<file path="src/rtl/core/tfc_pkg.sv">
package tfc_pkg;

  // Shortest frame that can pass: header, length field, 16 payload bytes, checksum.
  localparam int unsigned MIN_FRAME_BYTES = 21;

  // Byte positions inside a frame.
  localparam logic [7:0] POS_MAGIC     = 8'd0;
  localparam logic [7:0] POS_TYPE      = 8'd1;
  localparam logic [7:0] POS_LEN_LO    = 8'd2;
  localparam logic [7:0] POS_LEN_HI    = 8'd3;
  localparam logic [7:0] POS_PAY_FIRST = 8'd4;
  localparam logic [7:0] POS_PAY_LAST  = 8'd19;
  localparam logic [7:0] COUNT_MAX     = 8'd255;

  // Configuration register indexes.
  localparam logic [1:0] REG_MAGIC     = 2'd0;
  localparam logic [1:0] REG_DATA_TYPE = 2'd1;
  localparam logic [1:0] REG_PAY_LEN   = 2'd2;

  // Result codes, in check priority order.
  typedef enum logic [2:0] {
    FAIL_OK        = 3'd0,
    FAIL_TOO_SHORT = 3'd1,
    FAIL_MAGIC     = 3'd2,
    FAIL_TYPE      = 3'd3,
    FAIL_LENGTH    = 3'd4,
    FAIL_CHECKSUM  = 3'd5
  } fail_code_t;

  typedef struct packed {
    logic [7:0] rx_byte;
    logic       frame_end;
  } in_item_t;

  typedef struct packed {
    logic        frame_ok;
    logic [2:0]  fail_code;
    logic [31:0] temperature_word;
    logic [31:0] setpoint_word;
    logic [31:0] deviation_word;
    logic [31:0] drive_word;
  } out_item_t;

  // Header error flags and running frame status handed to the verdict logic.
  typedef struct packed {
    logic       magic_wrong;
    logic       type_wrong;
    logic       len_wrong;
    logic [7:0] count;
    logic [7:0] xor_sum;
  } frame_status_t;

endpackage

</file>
<file path="src/rtl/core/tfc_verdict.sv">
module tfc_verdict
  import tfc_pkg::*;
(
  input  frame_status_t         status,
  input  logic [3:0][31:0]      payload,
  output out_item_t             result
);

  fail_code_t code;

  // The first failing check decides the code.
  always_comb begin
    priority if (status.count < 8'(MIN_FRAME_BYTES)) begin
      code = FAIL_TOO_SHORT;
    end else if (status.magic_wrong) begin
      code = FAIL_MAGIC;
    end else if (status.type_wrong) begin
      code = FAIL_TYPE;
    end else if (status.len_wrong) begin
      code = FAIL_LENGTH;
    end else if (status.xor_sum != 8'd0) begin
      code = FAIL_CHECKSUM;
    end else begin
      code = FAIL_OK;
    end
  end

  // Payload words are shown only for a frame that passed.
  always_comb begin
    result.frame_ok         = (code == FAIL_OK);
    result.fail_code        = code;
    result.temperature_word = (code == FAIL_OK) ? payload[0] : 32'd0;
    result.setpoint_word    = (code == FAIL_OK) ? payload[1] : 32'd0;
    result.deviation_word   = (code == FAIL_OK) ? payload[2] : 32'd0;
    result.drive_word       = (code == FAIL_OK) ? payload[3] : 32'd0;
  end

endmodule

</file>
<file path="config.mk">
export PLATFORM = sky130hd
export DESIGN_NAME = tfc_verdict
export DESIGN_NICKNAME = d
export VERILOG_FILES = /design/src/rtl/core/tfc_pkg.sv /design/src/rtl/core/tfc_verdict.sv
export SDC_FILE = /design/constraint.sdc
export NUM_CORES = 1
export LEC_CHECK = 0
export BUFFER_PORTS_ARGS = -buffer_cell sky130_fd_sc_hd__buf_2
export CORE_AREA = 2 2 109 111
export DETAILED_ROUTE_END_ITERATION = 12
export DIE_AREA = 0 0 111 113
export SLEW_MARGIN = 20
export SYNTH_ARGS = -nofsm -noshare
export SYNTH_HDL_FRONTEND = slang
export SYNTH_SLANG_ARGS = --single-unit
</file>
<file path="constraint.sdc">
create_clock -name vclk -period 1.2
set_input_delay 0.18 -clock vclk [all_inputs]
set_output_delay 0.18 -clock vclk [all_outputs]
set_load 0.02 [all_outputs]
</file>
==> out/metrics.csv <==
metric,value,unit
port_buffers,279,
critical_path.endpoint_type,output port,
yosysSeqAreaShare,0,%
critPathArrivalTime,1.49,ns
rsz0062_at_grt,yes,
avgViaCountPerCell,4.49,
dr.pass1.iters,4,
synth_nets,462,
crit_start,status[2],
register_area,0,um2
syn2layout_area_growth,132,%
min_period,1.67,ns
grt_pass1_vias,3279,
grt_start_max_net_pins,48,
synth.top_cells.by_count,"inv_1, nor4_2, nor4_1",
drive_above_1_share,78.2,%
hold_violations,0,
routed_wl,10.9,mm
antenna_found_initial,1,
wl_per_cell,14.5,um
nFillCells,1078,
yosys.area.top_type_share,55.0,%
endpoint,result[126],
vdd_drop_max,0.108,mV
grt-ovfl-total,0,
drc,0,
holdCritPathClass,in -> out,
finalSetupViolCount,132,
tightest_slew,0.333,ns
cts_hold_buf,0,
post-place-cells,740,
nets,758,
syn_avg_cell_area,7.30,um2
start_util,20.4,%
drtAntennaViolNets,0,
yosysTopAreaCell,nor4_2,
io_pins,279,
gp_congestion,0.832,
outcome,"finished, violations left",
cp-start-kind,input pin,
yosys-top-cells-area,"nor4_2, inv_1, nor4_1, buf_6, buf_2",
yosysMostFrequentCell,inv_1,
vias,3378,
drv_cap,0,
syn-instance-count,315,
rows,39,
clock_buffers,0,
yosysWarnings,0,
core,0.0113,mm2
setup_tns,-50.59,ns
p_leak,0.00257,uW
timing.fmax,597,MHz
synth_cell_types,17,
die-width,111,um
final_cells,752,
required,1.02,ns
insertedDiodeCount,0,
die_area,0.0125,mm2
crit_type,in -> out,
timing.final.crit_share,139,%
die_y,113,um
drt_iter0_drc,89,
synth_area,0.00230,mm2
grt_pass1_wl,15.7,mm
pwr_density_cell,169,mW/mm2
violations,setup timing,
critPathMaxFanout,14,
worst_slack,-0.474,ns
grt_use_total,14.5,%
post-dp-hpwl,8.04,mm
maxSlewViolCount,0,
whs,0.690,ns
sequential_cell_total,0,
slew_headroom,77.8,%
## critical path, cell delays in order
cell and delay (ns):
buf_6 0.10, nor4_4 0.27, nand3b_1 0.16, buf_6 0.20, buf_4 0.19, nor4_2 0.17, buf_2 0.21
## per-layer routing
metal | up-vias | routed length (um) | track usage (%) | share of wire (%)
met1 | 1550 | 4080 | 17.4 | 37
met2 | 173 | 5910 | 28.1 | 54
met5 | - | 0 | 0 | 0
met4 | 0 | 164 | 1.92 | 1.5
li1 | 1637 | - | - | -
met3 | 18 | 742 | 1.87 | 6.8
## stage by stage
stage	total power (uW)	util (%)	instance area [um2]	worst slack, ns
floorplan	441	-	2940	-0.336
global placement	779	40.9	4610	-0.520
detailed placement	794	40.9	4610	-0.525
CTS	827	44.1	4980	-0.475
global route	977	47.3	5330	-0.570
finish	900	47.3	5330	-0.474
## worst min-delay path by stage
stage / start / to / slack (ns) / cells past startpoint
5_1_grt: payload[37] / result[69] / 0.70 / 4
2_1_floorplan: payload[96] / result[0] / 0.47 / 2
3_5_place_dp: payload[91] / result[59] / 0.69 / 4
4_1_cts: payload[91] / result[59] / 0.69 / 4
3_3_place_gp: payload[26] / result[122] / 0.69 / 4
6_report: payload[43] / result[75] / 0.69 / 4
## logic make-up after synthesis
logic type | count (synthesis) | synth area share (%)
and+or+nand+nor | 138 | 65.0
AOI/OAI and AO/OA | 4 | 1.25
buffers and inverters | 173 | 33.8
## power breakdown
part	internal, uW	leakage [uW]	switching [uW]
clock network	0	0	0
logic	404	0.00257	496
registers	0	0	0
## layout by cell type, fill, tap and decap left out
| master | n |
|---|---|
| a211o_1 | 1 |
| a211oi_1 | 1 |
| buf_12 | 12 |
| buf_16 | 3 |
| buf_2 | 162 |
| buf_4 | 136 |
| buf_6 | 18 |
| buf_8 | 2 |
| clkbuf_16 | 4 |
| inv_1 | 129 |
| nand3b_1 | 1 |
| nor2_1 | 1 |
| nor2_4 | 1 |
| nor3_2 | 1 |
| nor3_4 | 2 |
| nor3b_4 | 1 |
| nor4_2 | 83 |
| nor4_4 | 47 |
| o21a_4 | 1 |
| o21ai_2 | 1 |
| or2_2 | 1 |
| or2_4 | 1 |
## cell type report
| class | count | area (um2) | area share [%] |
|---|---|---|---|
| timing repair buffer | 337 | 2490 | 46.7 |
| multi-input combinational | 143 | 2180 | 40.9 |
| inverter | 129 | 484 | 9.09 |
| tap | 143 | 179 | 3.36 |
## repair_timing
item / CTS / global route
resized for setup: 101 / 52
gates cloned: 1 / 7
endpoints found under the setup margin: 132 / 132
buffers inserted: 2 / 3
pin swaps: 5 / 5
(Power assumes the default switching activity.)
